## config.mk

```make
export PLATFORM = sky130hd
export DESIGN_NAME = single_wire_frame_master_top
export DESIGN_NICKNAME = d
export VERILOG_FILES = /design/src/hw/rtl/swfm_pkg.sv /design/src/hw/rtl/single_wire_frame_master_top.sv
export SDC_FILE = /design/constraint.sdc
export NUM_CORES = 1
export LEC_CHECK = 0
export ABC_AREA = 1
export BUFFER_PORTS_ARGS = -buffer_cell sky130_fd_sc_hd__buf_2
export CAP_MARGIN = 10
export CORE_ASPECT_RATIO = 1.4
export CORE_UTILIZATION = 55
export CTS_CLUSTER_SIZE = 28
export DETAILED_ROUTE_END_ITERATION = 12
export GPL_TIMING_DRIVEN = 0
export PLACE_DENSITY = 0.86
export SLEW_MARGIN = 10
export SYNTH_ARGS = -nofsm -noshare
export SYNTH_HDL_FRONTEND = slang
export SYNTH_SLANG_ARGS = --single-unit
```

## constraint.sdc

```tcl
create_clock -name clk -period 6.5 [get_ports clk]
set_clock_uncertainty 0.1 [all_clocks]
set_input_delay 0.975 -clock clk [delete_from_list [all_inputs] [get_ports clk]]
set_output_delay 0.975 -clock clk [all_outputs]
set_load 0.02 [all_outputs]
```

## src/hw/rtl/swfm_pkg.sv

```systemverilog
// ----------------------------------------------------------------------------
// Single-wire frame master package
// Shared types, codes, frame constants and frame-building functions.
// ----------------------------------------------------------------------------
`default_nettype none

package swfm_pkg;

  // Transfer phase, one-hot.
  typedef enum logic [3:0] {
    PH_IDLE = 4'b0001,
    PH_SEND = 4'b0010,
    PH_WAIT = 4'b0100,
    PH_RECV = 4'b1000
  } phase_t;

  // Item kinds carried on the input tuser.
  localparam logic [1:0] ACT_TICK  = 2'd0;
  localparam logic [1:0] ACT_READ  = 2'd1;
  localparam logic [1:0] ACT_WRITE = 2'd2;

  // Transfer status codes.
  localparam logic [1:0] ST_OK      = 2'd0;
  localparam logic [1:0] ST_TIMEOUT = 2'd1;
  localparam logic [1:0] ST_BAD_ACK = 2'd2;
  localparam logic [1:0] ST_BAD_PAR = 2'd3;

  // Read data codes reported on errors.
  localparam logic [7:0] RD_TIMEOUT = 8'hFE;
  localparam logic [7:0] RD_BAD_ACK = 8'hFC;
  localparam logic [7:0] RD_BAD_PAR = 8'hFD;

  // Configuration register indexes.
  localparam logic CFG_TICK_DIVIDER    = 1'b0;
  localparam logic CFG_SAMPLES_PER_BIT = 1'b1;

  // Configuration reset values.
  localparam logic [7:0] TICK_DIVIDER_RST    = 8'd1;
  localparam logic [7:0] SAMPLES_PER_BIT_RST = 8'd10;

  // Fixed header bits of each frame, left-aligned in 32 bits.
  localparam logic [31:0] READ_FRAME_BASE  = 32'h4500_0000;
  localparam logic [31:0] WRITE_FRAME_BASE = 32'h4480_0000;

  // Frame and reply lengths in bits.
  localparam logic [4:0] SEND_LEN_READ  = 5'd18;
  localparam logic [4:0] SEND_LEN_WRITE = 5'd27;
  localparam logic [4:0] RECV_LEN_READ  = 5'd18;
  localparam logic [4:0] RECV_LEN_WRITE = 5'd9;

  // Nine-bit field for a byte: high nibble, inverted bit 4, low nibble.
  function automatic logic [8:0] byte_field(input logic [7:0] b);
    return {b[7:4], ~b[4], b[3:0]};
  endfunction

  // Read frame: parity of the address, then the address field.
  function automatic logic [31:0] read_frame(input logic [7:0] addr);
    return READ_FRAME_BASE | {6'd0, ^addr, 2'd0, byte_field(addr), 14'd0};
  endfunction

  // Write frame: parity of address XOR data, then address and data fields.
  function automatic logic [31:0] write_frame(input logic [7:0] addr,
                                              input logic [7:0] data);
    return WRITE_FRAME_BASE |
           {6'd0, ^(addr ^ data), 2'd0, byte_field(addr), byte_field(data), 5'd0};
  endfunction

endpackage

`default_nettype wire

```

## src/hw/rtl/single_wire_frame_master_top.sv

```systemverilog
// ----------------------------------------------------------------------------
// Single-wire frame master
// Builds read and write frames, shifts them out on one wire, waits for the
// device acknowledge and samples and checks the reply, paced by tick items.
// ----------------------------------------------------------------------------
// An item in the input register has its result item computed combinationally
// and loaded into the result register when the stage advances.
// Throughput: one item per cycle while the result slot is free; the next-state
// logic is a single pass of counter compares and one shift between the two registers.
// Reset: synchronous, active low; the block comes up idle with the wire
// released, tick_divider 1 and samples_per_bit 10.
`default_nettype none

module single_wire_frame_master_top
  import swfm_pkg::*;
(
  input  wire logic        clk,
  input  wire logic        rst_n,
  // Configuration write port.
  input  wire logic        cfg_we,
  input  wire logic        cfg_index,
  input  wire logic [7:0]  cfg_data,
  // Input channel.
  input  wire logic        in_tvalid,
  output logic             in_tready,
  input  wire logic [23:0] in_tdata,  // address[7:0], write_data[15:8], line_in[16]
  input  wire logic [1:0]  in_tuser,  // action[1:0]
  // Result channel.
  output logic             out_tvalid,
  input  wire logic        out_tready,
  output logic [15:0]      out_tdata  // line_out[0], line_drive[1], busy_res[2],
                                      // done_res[3], status[5:4], read_data[13:6]
);

  // Configuration registers.
  logic [7:0] tick_div_r;
  logic [7:0] spb_r;

  // Input register.
  logic       in_valid_r;
  logic [1:0] in_action_r;
  logic [7:0] in_addr_r;
  logic [7:0] in_wdata_r;
  logic       in_line_r;

  // Result register.
  logic        out_valid_r;
  logic [15:0] out_data_r;
  logic [15:0] out_data_nxt;

  // Protocol state.
  phase_t      phase_r, phase_nxt;
  logic [7:0]  presc_r, presc_nxt;
  logic [7:0]  sample_r, sample_nxt;
  logic [4:0]  bit_r, bit_nxt;
  logic [12:0] wait_r, wait_nxt;
  logic [31:0] send_r, send_nxt;
  logic [17:0] recv_r, recv_nxt;
  logic [4:0]  send_len_r, send_len_nxt;
  logic [4:0]  recv_len_r, recv_len_nxt;
  logic        is_read_r, is_read_nxt;
  logic        level_r, level_nxt;
  logic        driving_r, driving_nxt;

  logic advance;

  // The stage moves forward when it holds an item and the result slot is free.
  assign advance    = in_valid_r && (!out_valid_r || out_tready);
  assign in_tready  = !in_valid_r || advance;
  assign out_tvalid = out_valid_r;
  assign out_tdata  = out_data_r;

  // Configuration writes.
  always_ff @(posedge clk) begin
    if (!rst_n) begin
      tick_div_r <= TICK_DIVIDER_RST;
      spb_r      <= SAMPLES_PER_BIT_RST;
    end else if (cfg_we) begin
      case (cfg_index)
        CFG_TICK_DIVIDER:    tick_div_r <= cfg_data;
        CFG_SAMPLES_PER_BIT: spb_r      <= cfg_data;
        default: ;
      endcase
    end
  end

  // Input register.
  always_ff @(posedge clk) begin
    if (!rst_n) begin
      in_valid_r <= 1'b0;
    end else if (in_tready) begin
      in_valid_r <= in_tvalid;
    end
  end

  always_ff @(posedge clk) begin
    if (in_tready && in_tvalid) begin
      in_action_r <= in_tuser;
      in_addr_r   <= in_tdata[7:0];
      in_wdata_r  <= in_tdata[15:8];
      in_line_r   <= in_tdata[16];
    end
  end

  // Next state and result for the item in the input register.
  always_comb begin
    logic [7:0]  presc_inc;
    logic [7:0]  sample_inc;
    logic [4:0]  bit_inc;
    logic [12:0] wait_inc;
    logic [7:0]  half_bit;
    logic [7:0]  rx_byte;
    logic        done;
    logic [1:0]  status;
    logic [7:0]  rdata;

    presc_inc  = presc_r + 8'd1;
    sample_inc = sample_r + 8'd1;
    bit_inc    = bit_r + 5'd1;
    wait_inc   = wait_r + 13'd1;
    half_bit   = {1'b0, spb_r[7:1]} + {7'd0, spb_r[0]};
    rx_byte    = {recv_r[8:5], recv_r[3:0]};
    done       = 1'b0;
    status     = ST_OK;
    rdata      = 8'd0;

    phase_nxt    = phase_r;
    presc_nxt    = presc_r;
    sample_nxt   = sample_r;
    bit_nxt      = bit_r;
    wait_nxt     = wait_r;
    send_nxt     = send_r;
    recv_nxt     = recv_r;
    send_len_nxt = send_len_r;
    recv_len_nxt = recv_len_r;
    is_read_nxt  = is_read_r;
    level_nxt    = level_r;
    driving_nxt  = driving_r;

    if (phase_r == PH_IDLE && (in_action_r inside {ACT_READ, ACT_WRITE})) begin
      // Start a transfer: load the frame and drive the wire high.
      if (in_action_r == ACT_READ) begin
        send_nxt     = read_frame(in_addr_r);
        send_len_nxt = SEND_LEN_READ;
        recv_len_nxt = RECV_LEN_READ;
        is_read_nxt  = 1'b1;
      end else begin
        send_nxt     = write_frame(in_addr_r, in_wdata_r);
        send_len_nxt = SEND_LEN_WRITE;
        recv_len_nxt = RECV_LEN_WRITE;
        is_read_nxt  = 1'b0;
      end
      recv_nxt    = 18'd0;
      presc_nxt   = 8'd0;
      sample_nxt  = 8'd0;
      bit_nxt     = 5'd0;
      wait_nxt    = 13'd0;
      level_nxt   = 1'b1;
      driving_nxt = 1'b1;
      phase_nxt   = PH_SEND;
    end else if (in_action_r == ACT_TICK && phase_r != PH_IDLE) begin
      presc_nxt = presc_inc;
      if (presc_inc >= tick_div_r) begin
        // One protocol step.
        presc_nxt = 8'd0;
        case (phase_r)
          PH_SEND: begin
            sample_nxt = sample_inc;
            if (sample_inc >= spb_r) begin
              sample_nxt = 8'd0;
              bit_nxt    = bit_inc;
              if (bit_inc > send_len_r) begin
                // Frame sent: release the wire and wait for the acknowledge.
                phase_nxt   = PH_WAIT;
                driving_nxt = 1'b0;
                bit_nxt     = 5'd0;
                wait_nxt    = 13'd0;
              end else begin
                send_nxt  = {send_r[30:0], send_r[31]};
                level_nxt = send_r[31];
              end
            end
          end
          PH_WAIT: begin
            wait_nxt = wait_inc;
            if (wait_inc > {spb_r, 5'd0}) begin
              phase_nxt = PH_IDLE;
              done      = 1'b1;
              status    = ST_TIMEOUT;
              rdata     = RD_TIMEOUT;
            end else if (!in_line_r) begin
              // Acknowledge seen: sample the reply at mid-bit.
              phase_nxt  = PH_RECV;
              sample_nxt = half_bit;
            end
          end
          PH_RECV: begin
            sample_nxt = sample_inc;
            if (sample_inc >= spb_r) begin
              sample_nxt = 8'd0;
              bit_nxt    = bit_inc;
              if (bit_inc > recv_len_r) begin
                // Reply complete: check the ack bit and, for a read, the parity.
                phase_nxt = PH_IDLE;
                bit_nxt   = 5'd0;
                done      = 1'b1;
                if (is_read_r) begin
                  if (!recv_r[11]) begin
                    status = ST_BAD_ACK;
                    rdata  = RD_BAD_ACK;
                  end else if ((^rx_byte) != recv_r[10]) begin
                    status = ST_BAD_PAR;
                    rdata  = RD_BAD_PAR;
                  end else begin
                    rdata = rx_byte;
                  end
                end else if (!recv_r[2]) begin
                  status = ST_BAD_ACK;
                  rdata  = RD_BAD_ACK;
                end
              end else begin
                recv_nxt = {recv_r[16:0], in_line_r};
              end
            end
          end
          default: ;
        endcase
      end
    end

    out_data_nxt = {2'b00, rdata, status, done, (phase_nxt != PH_IDLE),
                    driving_nxt, (driving_nxt & level_nxt)};
  end

  // Protocol state update, once per item.
  always_ff @(posedge clk) begin
    if (!rst_n) begin
      phase_r    <= PH_IDLE;
      presc_r    <= 8'd0;
      sample_r   <= 8'd0;
      bit_r      <= 5'd0;
      wait_r     <= 13'd0;
      send_r     <= 32'd0;
      recv_r     <= 18'd0;
      send_len_r <= 5'd0;
      recv_len_r <= 5'd0;
      is_read_r  <= 1'b0;
      level_r    <= 1'b1;
      driving_r  <= 1'b0;
    end else if (advance) begin
      phase_r    <= phase_nxt;
      presc_r    <= presc_nxt;
      sample_r   <= sample_nxt;
      bit_r      <= bit_nxt;
      wait_r     <= wait_nxt;
      send_r     <= send_nxt;
      recv_r     <= recv_nxt;
      send_len_r <= send_len_nxt;
      recv_len_r <= recv_len_nxt;
      is_read_r  <= is_read_nxt;
      level_r    <= level_nxt;
      driving_r  <= driving_nxt;
    end
  end

  // Result register.
  always_ff @(posedge clk) begin
    if (!rst_n) begin
      out_valid_r <= 1'b0;
    end else if (advance) begin
      out_valid_r <= 1'b1;
    end else if (out_tready) begin
      out_valid_r <= 1'b0;
    end
  end

  always_ff @(posedge clk) begin
    if (advance) begin
      out_data_r <= out_data_nxt;
    end
  end

endmodule

`default_nettype wire
```

# ---- Word level (Yosys, flattened, before mapping)
# Index checks and enable logic that the tools add are counted.
dict set report totals {
  reg_bits 146
  in_bits 40
  output_inout_bits 18
  wordCells 172
}
dict set report op_classes {
  n_addsub 5
  n_lt_le_gt_ge 5
  eq_ne 16
  muxes 84
  bitwise_logic 7
  n_reduce_logical 33
}
# cell count
set op_table {}
lappend op_table {{$mux W32} 6}
lappend op_table {{$mux W8} 16}
lappend op_table {{$mux W12} 6}
lappend op_table {{$mux W13} 5}
lappend op_table {{$mux W4} 10}
lappend op_table {{$mux W5} 8}
lappend op_table {{$pmux W8 S2} 2}
lappend op_table {{$reduce_and A6 Y1} 5}
lappend op_table {{$mux W26} 1}
lappend op_table {{$pmux W13 S2} 1}
lappend op_table {{$reduce_xor A8 Y1} 3}
lappend op_table {{$mux W1} 19}
lappend op_table {{$add A8 B1 Y8 const B} 2}
lappend op_table {{$ge A8 B8 Y1} 2}
lappend op_table {{$ne A3 B3 Y1 const B} 5}
lappend op_table {{$reduce_bool A2 Y1} 7}
lappend op_table {{$add A13 B1 Y13 const B} 1}
lappend op_table {{$gt A13 B13 Y1} 1}
lappend op_table {{$mux W2} 6}
lappend op_table {{$pmux W4 S3} 1}
lappend op_table {{$gt A5 B5 Y1} 2}
lappend op_table {{$pmux W5 S2} 1}
lappend op_table {{$reduce_bool A3 Y1} 3}
lappend op_table {{$add A7 B1 Y8} 1}
lappend op_table {{other kinds (22)} 36}

# ---- Depth between registers and ports, before layout
dict set report logic_depth {
  ltp_word 9
  ltp_mapped 20
  depth_no_buf 20
}

# ---- Least setup slack after synthesis
# OpenSTA, ideal clock, no wires.
dict set report synth_path {
  kind {reg-to-reg}
  startpoint {register wait_r[0]}
  endpoint {register sample_r[7]}
  setup_ns 0.119
  arrival_ns 2.623
  t_required_ns 6.281
  path_slack_ns 3.658
  stages_incl_launch_ff 19
  path_buffers 1
  period_less_slack_ns 2.842
  cell_sequence {dfxtp_1 -> ha_1 -> nand2_1 -> nor2_1 -> nand2_1 -> nor2_1 -> nand2_1 -> xnor2_1 -> ha_1 -> nand2_1 -> nor2_1 -> nand3_1 -> nor2_1 -> nand2_1 -> nand3_2 -> nand3_1 -> buf_2 -> a211oi_1 -> nor2_1}
}
dict set report synth_via {
  elab_chain_cells 4
}
# item line_no
set synth_lines {}
lappend synth_lines {{start, declared} single_wire_frame_master_top.sv:56} ;# logic [12:0] wait_r, wait_nxt;
lappend synth_lines {{start signal, assigned} single_wire_frame_master_top.sv:255} ;# wait_r <= wait_nxt;
lappend synth_lines {{$add A13 B1 Y13} single_wire_frame_master_top.sv:120} ;# wait_inc = wait_r + 13'd1;
lappend synth_lines {{$gt A13 B13 Y1} single_wire_frame_master_top.sv:186} ;# if (wait_inc > {spb_r, 5'd0}) begin
lappend synth_lines {{$ne A3 B3 Y1 (no line)} --}
lappend synth_lines {{$reduce_and A6 Y1 (no line)} --}
lappend synth_lines {{end signal, assigned} single_wire_frame_master_top.sv:253} ;# sample_r <= sample_nxt;
lappend synth_lines {{end, declared} single_wire_frame_master_top.sv:54} ;# logic [7:0] sample_r, sample_nxt;
# Every way passes these cells.
# A chain may end at the register's enable or synchronous reset.

# ---- Final worst setup path
# Ends and elaborated chain as after synthesis.

==> impl_metrics.tcl <==
set metrics [dict create \
    fraction_of_synthesized_cell_area_in_xor_and_xnor_cells_pct 4.84 \
    yosys.area.top_type_share_pct 27.0 \
    timing_worst_slew_pin_value_ps 700 \
    die_area_um2 14600 \
    wirelength_um 18200 \
    max_cap_viols 0 \
    timing.hold.worst.class "flop to flop" \
    leakage_nw 4.17 \
    grt_first_pass_wirelength_um 30600 \
    worstSkewPairLatency_ps 430 \
    die-width_um 103 \
    clock_tree.buffer_depth 2 \
    vias_per_cell 5.30 \
    grt_start_max_net_pins 22 \
    worstSetupEndpointType "flop" \
    drive_gt1_share_pct 9.84 \
    yosys-top-cells-area "sky130_fd_sc_hd__dfxtp_1 (27%), sky130_fd_sc_hd__nand2_1 (15%), sky130_fd_sc_hd__edfxtp_1 (13%)" \
    drc 0 \
    timing.setup.critical_path_class "flop to flop" \
    peakVddDrop_mv 0.167 \
    most_common_cell_in_the_synthesized_netlist "sky130_fd_sc_hd__nand2_1" \
    slowest_delay_ps 370 \
    tns_ps 0 \
    drt_pass1_iterations 5 \
    cpMaxStageDelayCell "sky130_fd_sc_hd__dfxtp_1" \
    setup-violations-final 0 \
    fp-row-count 51 \
    synth.ff_latch_count 138 \
    sinks_on_clock_net 138 \
    cts.repair.resized 0 \
    worstSetupStartpointType "flop" \
    antenna_found_initial 0 \
    fin_crit_ps 3460 \
    clock_tree_from_tritoncts "built" \
    maximum_fanout_encountered_on_the_critical_timing_path 10 \
    critical_path.n_buffers_inverters 1 \
    synth_adder_area_share_pct 6.11 \
    yosysSeqAreaShare_pct 39.8 \
    post-route-period-util_pct 53.2 \
    coreArea_um2 13800 \
    placed_wire_length_estimate_after_detailed_placement_um 13100 \
    simple_gate_portion_of_the_synthesized_area_pct 31.9 \
    boundaryPins 58 \
    synth-edff-count 33 \
    hold_viol 0 \
    dominantRegCellSynth "sky130_fd_sc_hd__dfxtp_1" \
    design.final.nets 1244 \
    first_iter_violations 538 \
    max_slew_margin_pct 53.3 \
    cts-htree-levels 4 \
    netlist_area_um2 7780 \
    worst_ep_required_time_ps 6710 \
    io_buffer_count 48 \
    max_freq_ghz 0.289 \
    critical_path.top_delay_family "simple AND/OR/NAND/NOR gates" \
    finish.utilization_pct 64.3 \
    asyncSetResetFlopFracSynth_pct 0 \
    setup_repair_after_global_routing_missed_its_margin "false" \
    cts-root-buf "sky130_fd_sc_hd__clkbuf_16" \
    synth_compound_gate_area_share_pct 9.47 \
    cts_made_buffers 17 \
    power_density_nw_per_um2 258 \
    number_of_distinct_library_cells_after_synthesis 44 \
    post_synth_inst_count 1098 \
    die_height_um 143 \
    dominant_combinational_cell_family_by_area_after_synthesis "simple AND/OR/NAND/NOR gates" \
    synth_mux_area_share_pct 0 \
    globalplace.congestion 0.916 \
    ant_nets 0 \
    run_status "completed" \
    insertedDiodeCount 0 \
    overall_overflow_remaining_after_global_route 0 \
    post_cts_hold_buffer_count 0 \
    post-synth-top-area-cell "sky130_fd_sc_hd__dfxtp_1" \
    post_drt_wl_per_cell_um 13.3 \
    synthesis.yosys.warnings 0 \
    synth_commonest_cells "sky130_fd_sc_hd__nand2_1 (317), sky130_fd_sc_hd__nor2_1 (163), sky130_fd_sc_hd__dfxtp_1 (105), sky130_fd_sc_hd__inv_1 (105), sky130_fd_sc_hd__nand3_1 (73)" \
    arrival_ps 3670 \
    cts_setup_buffers 0 \
    clk_transition_reported_paths_ps 60 \
    start_util_pct 56.2 \
    grtUsageTotal_pct 26.7 \
    vias_in_the_first_global_route 7033 \
    syn-mean-instance-area_um2 7.09 \
    flow.area_growth_from_synthesis_pct 14.4 \
    maxSlewViolCount 0 \
    path_cells "ha_1 -> nand2_1 -> nor2_1 -> nand2_1 -> nor2_1 -> nand2_1 -> xnor2_1 -> ha_1 -> nand2_1 -> nor2_1 -> nand3_1 -> nor2_1 -> nand2_1 -> nand3_2 -> nand3_1 -> buf_2 -> a211oi_1 -> nor2_1" \
    routed-via-count 7227 \
]
-- report_power, final --
group          switching, mW  internal, mW
Clock                  0.357         0.695
Combinational          0.210        0.0993
Sequential            0.0229         0.911
Total                  0.590          1.71
-- worst min-delay path, cell delays in order, from the launching register on --
cell                      delay [ps]
sky130_fd_sc_hd__dfxtp_1         290
sky130_fd_sc_hd__inv_1            70
sky130_fd_sc_hd__a21oi_1          60
-- registers in the layout (all words and copies together), names as in the netlist, 12 cells and up --
signal	cells
out_tdata	14
recv_r	12
send_r	32
wait_r	13
-- metrics by stage --
step | std cells | area, um^2 | power, mW | worst slack, ps | hold slack (ps)
after CTS | 1364 | 8900 | 2.30 | 3090 | 375
after floorplan | 1099 | 7780 | 1.17 | 3660 | 335
after global routing | 1364 | 8900 | 2.38 | 2710 | 404
after global placement | 1332 | 8260 | 1.24 | 3180 | 354
final | 1364 | 8900 | 2.30 | 3040 | 371
after detailed placement | 1332 | 8260 | 1.25 | 3160 | 367
-- cell families (layout without fill, tap and decap cells) --
kind of cell    Yosys count  in the layout
simple gates            597            597
buf+inv                 150            230
flops                   138            138
compound gates          131            131
xor+xnor                 43             43
fa+ha+maj                38             38
other cells               1              2
-- layout by cell type (no fill, tap or decap), types with 4 or more instances in the layout --
master                      instances
sky130_fd_sc_hd__or2_2              6
sky130_fd_sc_hd__buf_1              4
sky130_fd_sc_hd__a211oi_1           4
sky130_fd_sc_hd__nand2_1          317
sky130_fd_sc_hd__nand3b_1           8
sky130_fd_sc_hd__inv_2              5
sky130_fd_sc_hd__a22oi_1            7
sky130_fd_sc_hd__a21oi_1           60
sky130_fd_sc_hd__inv_1            105
sky130_fd_sc_hd__xnor2_1           13
sky130_fd_sc_hd__buf_4              7
sky130_fd_sc_hd__nor2_2             4
sky130_fd_sc_hd__nor3_1             6
sky130_fd_sc_hd__xor2_1            30
sky130_fd_sc_hd__ha_1              38
sky130_fd_sc_hd__nor2_1           163
sky130_fd_sc_hd__nand4_1            8
sky130_fd_sc_hd__clkbuf_16         18
sky130_fd_sc_hd__clkbuf_1          24
sky130_fd_sc_hd__buf_2             53
sky130_fd_sc_hd__o21ai_0           44
sky130_fd_sc_hd__nand3_1           73
sky130_fd_sc_hd__edfxtp_1          33
sky130_fd_sc_hd__bufinv_16          4
sky130_fd_sc_hd__dfxtp_1          105
-- layer usage --
metal | part of all wire, % | routed length [um] | vias to the layer above | global-route usage [%]
li1 | - | - | 3649 | -
met1 | 38 | 6920 | 3286 | 27.9
met2 | 52 | 9530 | 219 | 48.8
met3 | 4.8 | 869 | 73 | 4.55
met4 | 4.7 | 860 | 0 | 16.2
met5 | 0 | 0 | - | 0
-- layout make-up --
class                      instances  area [um^2]
clock buffer                      25          507
sequential                       138         3090
timing repair buffer              48          240
inverter                         112          423
clock inverter                     7          136
multi-input combinational        811         4080
fill                            1183         4950
buffer                            38          190
tap                              185          231
-- worst paths after layout --
kind,cells past startpoint,startpoint,endpoint,slack [ps]
worst min register to register,2,tick_div_r[7]$_SDFFE_PN0P_,tick_div_r[7]$_SDFFE_PN0P_,370
worst max-delay path,18,wait_r[0]$_SDFFE_PN0P_,sample_r[7]$_SDFFE_PN0P_,3040
worst min-delay path,2,tick_div_r[7]$_SDFFE_PN0P_,tick_div_r[7]$_SDFFE_PN0P_,370
worst max register to register,18,wait_r[0]$_SDFFE_PN0P_,sample_r[7]$_SDFFE_PN0P_,3040
Note: power is estimated with default switching activity, not from simulation.
